===== config.mk =====
export PLATFORM = sky130hd
export DESIGN_NAME = block_peak_hold_detector_core
export DESIGN_NICKNAME = d
export VERILOG_FILES = /design/src/phd_pkg.sv /design/src/phd_abs_stage.sv /design/src/phd_tracker.sv /design/src/block_peak_hold_detector_core.sv
export SDC_FILE = /design/constraint.sdc
export NUM_CORES = 1
export LEC_CHECK = 0
export BUFFER_PORTS_ARGS = -buffer_cell sky130_fd_sc_hd__clkbuf_2
export CORE_MARGIN = 3
export CORE_UTILIZATION = 30
export CTS_CLUSTER_DIAMETER = 40
export DETAILED_ROUTE_END_ITERATION = 8
export PLACE_DENSITY = 0.44
export SYNTH_ARGS = -nofsm -noshare
export SYNTH_HDL_FRONTEND = slang
export SYNTH_SLANG_ARGS = --single-unit

===== constraint.sdc =====
create_clock -name clock -period 14.9 [get_ports clock]
set_input_delay 2.235 -clock clock [delete_from_list [all_inputs] [get_ports clock]]
set_output_delay 2.235 -clock clock [all_outputs]
set_load 0.01 [all_outputs]

===== src/phd_pkg.sv =====
// Shared types and constants for the peak hold detector.
`timescale 1ns / 1ps
package phd_pkg;

   // Width of the per-buffer sample counter and its saturation value
   localparam int unsigned BUF_CNT_BITS = 16;
   localparam logic [BUF_CNT_BITS-1:0] BUF_CNT_MAX = {BUF_CNT_BITS{1'b1}};

   // Control bits of the word held in the input stage
   typedef struct packed {
      logic valid;
      logic last;
   } phd_ctl_type;

endpackage


===== src/phd_abs_stage.sv =====
// Input register stage: captures a request word and its sample magnitude.
`timescale 1ns / 1ps
module phd_abs_stage #(
   parameter int unsigned SAMPLE_BITS = 24
) (
   input  logic                     clock,
   input  logic                     reset,
   input  logic                     req_valid,
   output logic                     req_stall,
   input  logic [SAMPLE_BITS-1:0]   req_sample,
   input  logic                     req_last,
   input  logic                     take,
   output phd_pkg::phd_ctl_type     ctl,
   output logic [SAMPLE_BITS-1:0]   mag
);
   import phd_pkg::*;

   logic                   valid_ff;
   logic                   valid_in;
   logic                   last_ff;
   logic [SAMPLE_BITS-1:0] mag_ff;
   logic [SAMPLE_BITS-1:0] mag_in;

   // Hold the word while the tracker cannot take it
   assign req_stall = valid_ff & ~take;

   // Two's complement magnitude; the most negative code maps to 2^(N-1)
   assign mag_in = req_sample[SAMPLE_BITS-1] ? (~req_sample + 1'b1) : req_sample;

   assign valid_in = req_valid;

   // Valid flag
   always_ff @(posedge clock) begin
      if (reset) begin
         valid_ff <= 1'b0;
      end else if (!req_stall) begin
         valid_ff <= valid_in;
      end
   end

   // Payload
   always_ff @(posedge clock) begin
      if (!req_stall) begin
         last_ff <= req_last;
         mag_ff  <= mag_in;
      end
   end

   assign ctl.valid = valid_ff;
   assign ctl.last  = last_ff;
   assign mag       = mag_ff;

endmodule


===== src/phd_tracker.sv =====
// Peak tracking state, hold counter and registered result word.
`timescale 1ns / 1ps
module phd_tracker #(
   parameter int unsigned SAMPLE_BITS = 24,
   parameter int unsigned HOLD_BITS   = 16
) (
   input  logic                     clock,
   input  logic                     reset,
   input  logic                     csr_write,
   input  logic [HOLD_BITS-1:0]     csr_data,
   input  phd_pkg::phd_ctl_type     ctl,
   input  logic [SAMPLE_BITS-1:0]   mag,
   output logic                     take,
   output logic                     rsp_valid,
   input  logic                     rsp_stall,
   output logic [SAMPLE_BITS-1:0]   rsp_peak,
   output logic                     rsp_updated
);
   import phd_pkg::*;

   localparam int unsigned FC_W  = HOLD_BITS + 1;
   localparam int unsigned SUM_W = ((FC_W > BUF_CNT_BITS) ? FC_W : BUF_CNT_BITS) + 1;

   logic [HOLD_BITS-1:0]    hold_ff;
   logic [SAMPLE_BITS-1:0]  rmax_ff;
   logic [SAMPLE_BITS-1:0]  rmax_in;
   logic [SAMPLE_BITS-1:0]  peak_ff;
   logic [SAMPLE_BITS-1:0]  peak_in;
   logic [FC_W-1:0]         fc_ff;
   logic [FC_W-1:0]         fc_in;
   logic [BUF_CNT_BITS-1:0] bs_ff;
   logic [BUF_CNT_BITS-1:0] bs_in;
   logic                    rsp_valid_ff;
   logic                    rsp_valid_in;
   logic                    upd_ff;

   logic                    out_free;
   logic                    go;
   logic                    go_last;
   logic [SAMPLE_BITS-1:0]  rmax_new;
   logic [BUF_CNT_BITS:0]   bs_plus;
   logic [SUM_W-1:0]        fc_sum;
   logic [FC_W-1:0]         fc_sat;
   logic                    upd;

   // Result slot is free when empty or being drained this cycle
   assign out_free = ~rsp_valid_ff | ~rsp_stall;
   assign take     = ctl.valid & (~ctl.last | out_free);
   assign go       = take;
   assign go_last  = go & ctl.last;

   // Running maximum including the current sample
   assign rmax_new = (mag > rmax_ff) ? mag : rmax_ff;

   // Frames in the closing buffer: floor(count/2), count = bs+1 samples
   assign bs_plus = {1'b0, bs_ff} + 1'b1;
   assign fc_sum  = SUM_W'(fc_ff) + SUM_W'(bs_plus[BUF_CNT_BITS:1]);
   assign fc_sat  = (|fc_sum[SUM_W-1:FC_W]) ? {FC_W{1'b1}} : fc_sum[FC_W-1:0];

   // Refresh when hold time has run out or a louder peak arrived
   assign upd = (fc_sat > FC_W'(hold_ff)) | (peak_ff < rmax_new);

   // Next-state logic
   always_comb begin
      rmax_in = rmax_ff;
      peak_in = peak_ff;
      fc_in   = fc_ff;
      bs_in   = bs_ff;
      if (go) begin
         rmax_in = rmax_new;
         if (!ctl.last) begin
            if (bs_ff < BUF_CNT_MAX) begin
               bs_in = bs_ff + 1'b1;
            end
         end else begin
            bs_in = '0;
            fc_in = fc_sat;
            if (upd) begin
               peak_in = rmax_new;
               rmax_in = rmax_new >> 1;
               fc_in   = '0;
            end
         end
      end
   end

   // Result valid
   always_comb begin
      rsp_valid_in = rsp_valid_ff;
      if (go_last) begin
         rsp_valid_in = 1'b1;
      end else if (!rsp_stall) begin
         rsp_valid_in = 1'b0;
      end
   end

   // Hold setting register
   always_ff @(posedge clock) begin
      if (reset) begin
         hold_ff <= '0;
      end else if (csr_write) begin
         hold_ff <= csr_data;
      end
   end

   // Tracking state
   always_ff @(posedge clock) begin
      if (reset) begin
         rmax_ff      <= '0;
         peak_ff      <= '0;
         fc_ff        <= '0;
         bs_ff        <= '0;
         rsp_valid_ff <= 1'b0;
      end else begin
         rmax_ff      <= rmax_in;
         peak_ff      <= peak_in;
         fc_ff        <= fc_in;
         bs_ff        <= bs_in;
         rsp_valid_ff <= rsp_valid_in;
      end
   end

   // Result flag
   always_ff @(posedge clock) begin
      if (go_last) begin
         upd_ff <= upd;
      end
   end

   assign rsp_valid   = rsp_valid_ff;
   assign rsp_peak    = peak_ff;
   assign rsp_updated = upd_ff;

   // A buffer end always leaves a result word pending
   a_last_gives_word: assert property (@(posedge clock) disable iff (reset)
      go_last |=> rsp_valid_ff)
      else $error("buffer end did not produce a result word");

   // A refresh clears the hold counter
   a_upd_clears_count: assert property (@(posedge clock) disable iff (reset)
      (go_last && upd) |=> (fc_ff == '0))
      else $error("hold counter not cleared on refresh");

   // Running maximum only drops on a refresh
   a_rmax_monotonic: assert property (@(posedge clock) disable iff (reset)
      !(go_last && upd) |=> (rmax_ff >= $past(rmax_ff)))
      else $error("running maximum dropped without refresh");

   // Held peak only changes together with a result word
   a_peak_changes_on_word: assert property (@(posedge clock) disable iff (reset)
      !go_last |=> $stable(peak_ff))
      else $error("held peak changed outside a buffer end");

endmodule


===== src/block_peak_hold_detector_core.sv =====
// Top level of the peak hold level meter.
//
// Usage:
//   Request channel (req_valid / req_stall) carries one signed sample per
//   word, with req_last marking the final sample of a buffer. Response channel
//   (rsp_valid / rsp_stall) carries one word per buffer end: the held peak
//   magnitude and a flag telling whether it was refreshed at that buffer.
//   The hold time in frames is written through csr_write / csr_data while
//   the block is idle.
//   Throughput: one sample per cycle, sustained while no buffer-end sample
//   waits on a stalled result word; the peak, counter and result updates
//   are all registered in the tracker, fed from the input register. A
//   buffer-end sample reaches its result word through two register stages.
//   Reset clears the hold setting, the running maximum, the held peak and
//   both counters, and empties both register stages.
//   When the receiver stalls, the result word holds; samples that close no
//   buffer still flow, and a buffer-end sample waits in the input register,
//   which raises req_stall until the result slot frees up.
`timescale 1ns / 1ps
module block_peak_hold_detector_core #(
   parameter int unsigned SAMPLE_BITS = 24,
   parameter int unsigned HOLD_BITS   = 16
) (
   input  logic                   clock,
   input  logic                   reset,
   input  logic                   csr_write,
   input  logic [HOLD_BITS-1:0]   csr_data,
   input  logic                   req_valid,
   output logic                   req_stall,
   input  logic [SAMPLE_BITS-1:0] req_sample,
   input  logic                   req_last,
   output logic                   rsp_valid,
   input  logic                   rsp_stall,
   output logic [SAMPLE_BITS-1:0] rsp_peak,
   output logic                   rsp_updated
);
   import phd_pkg::*;

   phd_ctl_type            ctl;
   logic [SAMPLE_BITS-1:0] mag;
   logic                   take;

   // Input register with magnitude
   phd_abs_stage #(
      .SAMPLE_BITS (SAMPLE_BITS)
   ) u_abs_stage (
      .clock      (clock),
      .reset      (reset),
      .req_valid  (req_valid),
      .req_stall  (req_stall),
      .req_sample (req_sample),
      .req_last   (req_last),
      .take       (take),
      .ctl        (ctl),
      .mag        (mag)
   );

   // Peak state and result register
   phd_tracker #(
      .SAMPLE_BITS (SAMPLE_BITS),
      .HOLD_BITS   (HOLD_BITS)
   ) u_tracker (
      .clock       (clock),
      .reset       (reset),
      .csr_write   (csr_write),
      .csr_data    (csr_data),
      .ctl         (ctl),
      .mag         (mag),
      .take        (take),
      .rsp_valid   (rsp_valid),
      .rsp_stall   (rsp_stall),
      .rsp_peak    (rsp_peak),
      .rsp_updated (rsp_updated)
   );

endmodule

==> results of run 1 <==
[metal layers]
metal | routed length [µm] | global-route usage (%) | share of wire (%) | vias up
met5 | 0 | 0 | 0 | -
met4 | 429 | 4.73 | 2.1 | 0
met3 | 534 | 3.00 | 2.6 | 18
met2 | 9720 | 24.1 | 47 | 91
met1 | 9960 | 19.4 | 48 | 3006
li1 | - | - | - | 3332
[worst reg2reg max path, stage by stage, from the launching register on]
cell       delay (ns)
dfxtp_1          0.36
ha_1             0.23
and3_1           0.26
and3_1           0.30
and3_1           0.27
and3_1           0.28
xor2_1           0.10
ha_1             0.43
nand2_1          0.10
or3_1            0.36
o21ai_2          0.17
nand2_1          0.31
o21ai_0          0.27
ha_1             0.31
a21o_1           0.19
a21oi_1          0.13
o21ai_0          0.08
a2111oi_0        0.44
a311oi_1         0.19
or4_1            0.72
o21ai_4          0.19
buf_4            0.43
o221ai_1         0.23
[worst min-delay path by stage]
| stage | from | endpoint | slack (ns) | cells after the start |
|---|---|---|---|---|
| after global routing | u_tracker.fc_ff[15] | u_tracker.fc_ff[15] | 0.48 | 2 |
| final | u_tracker.fc_ff[0] | u_tracker.fc_ff[0] | 0.46 | 2 |
| after global placement | u_tracker.fc_ff[0] | u_tracker.fc_ff[0] | 0.44 | 2 |
| after CTS | u_tracker.fc_ff[0] | u_tracker.fc_ff[0] | 0.46 | 2 |
| after detailed placement | u_tracker.fc_ff[0] | u_tracker.fc_ff[0] | 0.45 | 2 |
| after floorplan | u_tracker.fc_ff[0] | u_tracker.fc_ff[0] | 0.43 | 2 |
[state kept, by name, indices dropped and copies added (netlist names)]
| name | count |
|---|---|
| u_abs_stage.last_ff | 1 |
| u_abs_stage.mag | 24 |
| u_abs_stage.valid_ff | 1 |
| u_tracker.bs_ff | 16 |
| u_tracker.fc_ff | 17 |
| u_tracker.hold_ff | 16 |
| u_tracker.rmax_ff | 24 |
| u_tracker.rsp_peak | 24 |
| u_tracker.rsp_updated | 1 |
| u_tracker.rsp_valid | 1 |
[report_power, final]
| part | internal [W] | switching (W) |
|---|---|---|
| clock | 0.000251 | 0.000167 |
| combinational | 0.0000634 | 0.0000961 |
| sequential | 0.000365 | 0.0000144 |
| total | 0.000680 | 0.000277 |
[layout by cell type, fill, tap and decap left out, drive strengths merged, types with 4 or more instances in the layout]
master / instances
a32o: 15
dfxtp: 99
xnor2: 32
o221ai: 22
o21ai: 44
buf: 9
edfxtp: 26
nand3: 17
nand4: 14
nor4: 5
a211o: 4
o2bb2ai: 22
a31oi: 5
a211oi: 12
nor3: 12
xor2: 14
inv: 56
nand2b: 4
ha: 81
o21a: 5
or3: 5
nor2: 58
a21o: 6
nor2b: 25
clkbuf: 93
o211ai: 8
mux2i: 40
a21oi: 43
clkinv: 4
o31ai: 7
a22oi: 7
and3: 15
nand3b: 10
nand2: 73
or4: 8
[metrics by stage]
step / instance area [µm²] / std cells / hold slack, ns / setup WS, ns
after global routing: 9130 / 1266 / 0.485 / 7.80
final: 9130 / 1266 / 0.460 / 8.42
after CTS: 9130 / 1266 / 0.461 / 8.37
after global placement: 8540 / 1234 / 0.444 / 8.60
after floorplan: 7850 / 860 / 0.430 / 9.16
after detailed placement: 8540 / 1234 / 0.453 / 8.39
[area by class of cell]
cell class	instances	area, µm²	share of cell area, %
flip-flops and latches	125	2760	30.3
well taps	330	413	4.52
clock buffers	21	483	5.29
inverters	53	199	2.18
clock inverters	11	108	1.18
multi-input cells	645	4730	51.9
repair buffers	81	428	4.69
[logic make-up (layout without fill, tap and decap cells)]
kind of cell	Yosys count	in the layout
multiplexers	40	40
AND/OR/NAND/NOR	253	253
adder cells (fa/ha/maj)	82	82
AO/OA/AOI/OAI	224	224
XOR/XNOR	46	46
flip-flops	125	125
buffers and inverters	90	166
==> flow_metrics.env, run 1 <==
export IMPL_status="complete, no violations"
export IMPL_power_per_cell_area_nw_per_um2=105
export IMPL_synth_common_cells="dfxtp_1, ha_1, nand2_1"
export IMPL_setup_viol_count_final=0
export IMPL_synth_mux_area_fraction_pct=5.10
export IMPL_first_pass_iters=4
export IMPL_postCtsHoldBufs=0
export IMPL_worstMarginPinSlew_ns=1.23
export IMPL_crit_top_cell="and3_1"
export IMPL_synthCells=860
export IMPL_synth_top_family_by_area="compound AO/OA/AOI/OAI gates"
export IMPL_fin_worst_skew_ns=0.0145
export IMPL_critPathCapture="u_tracker.rmax_ff[7]"
export IMPL_die_area_um2=28100
export IMPL_drtIter0Drc=342
export IMPL_grt_max_degree=65
export IMPL_io_buffers=72
export IMPL_critPathMaxFanout=44
export IMPL_seq_area_frac_synth_pct=35.2
export IMPL_clock_fmax_mhz=154
export IMPL_relSlewSlack_pct=17.3
export IMPL_synth_simple_gate_area_share_pct=16.0
export IMPL_crit_chain="ha_1 -> and3_1 -> and3_1 -> and3_1 -> and3_1 -> xor2_1 -> ha_1 -> nand2_1 -> or3_1 -> o21ai_2 -> nand2_1 -> o21ai_0 -> ha_1 -> a21o_1 -> a21oi_1 -> o21ai_0 -> a2111oi_0 -> a311oi_1 -> or4_1 -> o21ai_4 -> buf_4 -> o221ai_1"
export IMPL_fin_crit_ns=6.48
export IMPL_synth_edf_count=26
export IMPL_hold_viol_final=0
export IMPL_critPathLaunchType="flip-flop"
export IMPL_finalPower_w=0.000957
export IMPL_yosys_area_share_xor_xnor_pct=5.13
export IMPL_synth_most_common_cell="dfxtp_1"
export IMPL_cts_tree="yes"
export IMPL_ctsRootBufferMaster="clkbuf_16"
export IMPL_drive_gt1_share_pct=13.7
export IMPL_pin_count=73
export IMPL_max_stage_delay_ns=0.72
export IMPL_yosysWarnings=0
export IMPL_rr_worst_depth=22
export IMPL_timing_critical_path_buf_inv=1
export IMPL_synth_top_cells_by_area="dfxtp_1, ha_1, edfxtp_1, mux2i_1, xnor2_1"
export IMPL_r2r_start="u_tracker.bs_ff[0]"
export IMPL_max_vdd_ir_drop_uv=73.5
export IMPL_synth_compound_area_share_pct=20.7
export IMPL_start_util_pct=30.8
export IMPL_clock_latency_ns=0.42
export IMPL_wire_per_inst_um=16.3
export IMPL_slowest_stage="or4_1"
export IMPL_clk_pin_slew_ns=0.06
export IMPL_vias=6447
export IMPL_syn_avg_cell_area_um2=9.13
export IMPL_fillers=2608
export IMPL_synthAdderAreaFrac_pct=13.2
export IMPL_path_depth=22
export IMPL_synthArstFlopShare_pct=0
export IMPL_grt_usage_pct=14.7
export IMPL_synth_top_area_cell="dfxtp_1"
export IMPL_globalplace_congestion=0.772
export IMPL_die_x_um=168
export IMPL_crit_type="flip-flop to flip-flop"
export IMPL_cts_htree_levels=4
export IMPL_post_cts_resize_count=0
export IMPL_worst_setup_path_end_kind="flip-flop"
export IMPL_viasPerCell=5.09
export IMPL_crit_required_ns=15.18
export IMPL_synth_top_cell_area_share_pct=25.3
export IMPL_p_leak_nw=3.81
export IMPL_clock_sinks=125
export IMPL_crit_start="u_tracker.bs_ff[0]"
export IMPL_crit_family="simple AND/OR/NAND/NOR gates"
export IMPL_synth_cell_area_um2=7850
export IMPL_worstPathArrival_ns=6.76
export IMPL_rsz0062_at_grt="false"
export IMPL_syn_nets=988
export IMPL_finalWirelength_mm=20.6
export IMPL_synth_flop_cell="dfxtp_1"
export IMPL_synth_seq_cells=125
export IMPL_drv_slew=0
export IMPL_drc=0
export IMPL_antenna_cells=0
export IMPL_postRouteAntennaNets=0
export IMPL_fp_dieH_um=168
export IMPL_netlist_cell_type_count=64
export IMPL_rrSetupSlack_ns=8.42
export IMPL_grt_pass1_vias=6258
export IMPL_gr_total_overflow=0
export IMPL_numCtsBuffers=17
export IMPL_final_nets=1051
export IMPL_num_rows=58
export IMPL_core_area_um2=25500
export IMPL_cap_violations=0
export IMPL_antenna_found_initial=0
export IMPL_grt_pass1_wl_mm=33.3
export IMPL_fin_util_pct=35.8
export IMPL_hold_class="flip-flop to flip-flop"
export IMPL_reg2reg_to="u_tracker.rmax_ff[7]"
export IMPL_area_growth_pct=16.3
export IMPL_cts_buffer_depth=2
export IMPL_fin_crit_sh_pct=43.5
export IMPL_dp_final_hpwl_mm=15.3
export IMPL_cts_setup_buffers=0
export IMPL_setup_tns_ns=0
No activity file was read; power rests on OpenSTA's default activity.
==> inputs of run 2 (changes only) <==
PLACE_DENSITY = 0.46   (was 0.44)
clock period = 5.6 ns   (was 14.9 ns; I/O delays follow)
==> flow_metrics.env, run 2 (synthesis results as in run 1) <==
export IMPL_swShare_pct=28.7
export IMPL_r2r_start="u_tracker.bs_ff[0]"
export IMPL_fillers=2576
export IMPL_p_int_w=0.00189
export IMPL_antenna_found_initial=0
export IMPL_power_frac_clock_pct=43.3
export IMPL_area_growth_pct=23.9
export IMPL_fin_crit_sh_pct=95.1
export IMPL_postCtsHoldBufs=0
export IMPL_critPathMaxFanout=7
export IMPL_final_nets=1111
export IMPL_final_cell_mix="dfxtp_1, ha_1, nand2_1, clkbuf_2, buf_4"
export IMPL_relSlewSlack_pct=19.1
export IMPL_rr_worst_depth=22
export IMPL_hold_viol_final=0
export IMPL_dp_final_hpwl_mm=16.7
export IMPL_worstPathArrival_ns=5.66
export IMPL_final_common_cell="dfxtp_1"
export IMPL_globalplace_congestion=0.820
export IMPL_die_x_um=168
export IMPL_dpl_cell_area_um2=9030
export IMPL_fp_dieH_um=168
export IMPL_holdPathStages=2
export IMPL_max_vdd_ir_drop_uv=217
export IMPL_crit_top_cell="ha_1"
export IMPL_reg2reg_to="u_tracker.fc_ff[15]"
export IMPL_hp_start="u_tracker.fc_ff[0]"
export IMPL_clock_fmax_mhz=188
export IMPL_core_area_um2=25500
export IMPL_crit_type="flip-flop to flip-flop"
export IMPL_grt_usage_pct=15.4
export IMPL_critPathLaunchType="flip-flop"
export IMPL_clock_sinks=125
export IMPL_grt_pass1_wl_mm=34.8
export IMPL_p_leak_nw=4.15
export IMPL_setup_slack_ns=0.273
export IMPL_hold_class="flip-flop to flip-flop"
export IMPL_clk_pin_slew_ns=0.06
export IMPL_worstMarginPinSlew_ns=1.21
export IMPL_io_buffers=72
export IMPL_antenna_cells=0
export IMPL_grt_max_degree=42
export IMPL_slowest_stage="or4_4"
export IMPL_status="complete, no violations"
export IMPL_max_stage_delay_ns=0.63
export IMPL_power_per_cell_area_nw_per_um2=272
export IMPL_drive_gt1_share_pct=20.4
export IMPL_whs_ns=0.454
export IMPL_clock_latency_ns=0.42
export IMPL_die_area_um2=28100
export IMPL_ctsRootBufferMaster="clkbuf_16"
export IMPL_numCtsBuffers=17
export IMPL_holdPathEnd="u_tracker.fc_ff[0]"
export IMPL_seqPwrFrac_pct=38.1
export IMPL_drc=0
export IMPL_crit_required_ns=5.94
export IMPL_crit_chain="ha_1 -> and3_1 -> and3_1 -> and3_4 -> and3_2 -> xor2_1 -> ha_1 -> buf_4 -> nand2_1 -> o21ai_0 -> a21oi_1 -> o21ai_2 -> and2_4 -> or2_2 -> ha_1 -> nand4_1 -> nor2_1 -> a2111oi_2 -> a311oi_2 -> or4_4 -> or4_1 -> a21oi_1"
export IMPL_design_area_um2=9730
export IMPL_first_pass_iters=5
export IMPL_finalWirelength_mm=21.8
export IMPL_rrSetupSlack_ns=0.27
export IMPL_start_util_pct=30.8
export IMPL_switching_power_w=0.000761
export IMPL_fin_crit_ns=5.33
export IMPL_gr_total_overflow=0
export IMPL_pre_cts_ws_ns=-0.00624
export IMPL_fin_worst_skew_ns=0.0183
export IMPL_pin_count=73
export IMPL_vias=6704
export IMPL_grt_pass1_vias=6479
export IMPL_wire_per_inst_um=16.5
export IMPL_drtIter0Drc=446
export IMPL_cap_violations=0
export IMPL_cts_buffer_depth=2
export IMPL_worst_setup_path_end_kind="flip-flop"
export IMPL_power_share_combinational_pct=18.6
export IMPL_cts_htree_levels=4
export IMPL_setup_tns_ns=0
export IMPL_drv_slew=0
export IMPL_postRouteAntennaNets=0
export IMPL_setup_viol_count_final=0
export IMPL_viasPerCell=5.06
export IMPL_num_rows=58
export IMPL_cts_tree="yes"
## run 2: layout make-up
class                           instances  area [µm²]  area share (%)
Tap cell                              330         413            4.24
Timing Repair Buffer                  141         948            9.75
Sequential cell                       125        2760            28.4
Clock buffer                           18         429            4.41
Inverter                               53         199            2.05
Multi-Input combinational cell        645        4810            49.4
Clock inverter                         14         169            1.74
## run 2: worst max path at each step
| stage | slack [ns] | endpoint | cells past startpoint | startpoint |
|---|---|---|---|---|
| 6_report | 0.27 | u_tracker.fc_ff[15] | 22 | u_tracker.bs_ff[0] |
| 5_1_grt | -0.05 | u_tracker.fc_ff[15] | 23 | u_tracker.bs_ff[0] |
| 4_1_cts | 0.1 | u_tracker.rmax_ff[15] | 23 | u_tracker.bs_ff[0] |
| 3_5_place_dp | -0.006 | u_tracker.rmax_ff[10] | 23 | u_tracker.bs_ff[0] |
| 3_3_place_gp | 0.05 | u_tracker.rmax_ff[16] | 23 | u_tracker.bs_ff[0] |
| 2_1_floorplan | 0.005 | u_tracker.fc_ff[15] | 26 | u_tracker.bs_ff[0] |
## run 2: per-layer routing
metal | share of wire (%) | GRT usage (%)
met5 | 0 | 0
met4 | 1.5 | 3.88
met3 | 3.0 | 3.02
met2 | 46 | 25.0
met1 | 49 | 21.2
## run 2: per-stage QoR
stage                     power, W  util [%]  std cells
after floorplan            0.00132         -        860
after global placement     0.00152      35.5       1292
after detailed placement   0.00152      35.5       1292
after CTS                  0.00268      37.8       1324
after global routing       0.00279      38.2       1326
final                      0.00265      38.2       1326
## run 2: timing repair
item                                    4_1_cts  5_1_grt
endpoints found under the setup margin       13       62
resized for setup                             1       18
buffers inserted                              0        2
pin swaps                                     0        5
## run 2: worst max-delay path, delay by kind of cell (launching register included)
family,cells,cell delay [ns]
buffers and inverters,1,0.17
AO/OA/AOI/OAI,6,1.03
AND/OR/NAND/NOR,11,2.73
XOR/XNOR,1,0.15
flip-flops,1,0.33
adder cells (fa/ha/maj),3,0.81
## run 2: power by group through the flow
stage / logic, W / registers, W / clock network [W]
floorplan: 0.000304 / 0.00102 / 0
global placement: 0.000489 / 0.00103 / 0
detailed placement: 0.000490 / 0.00103 / 0
CTS: 0.000494 / 0.00101 / 0.00117
global route: 0.000556 / 0.00102 / 0.00122
finish: 0.000493 / 0.00101 / 0.00115
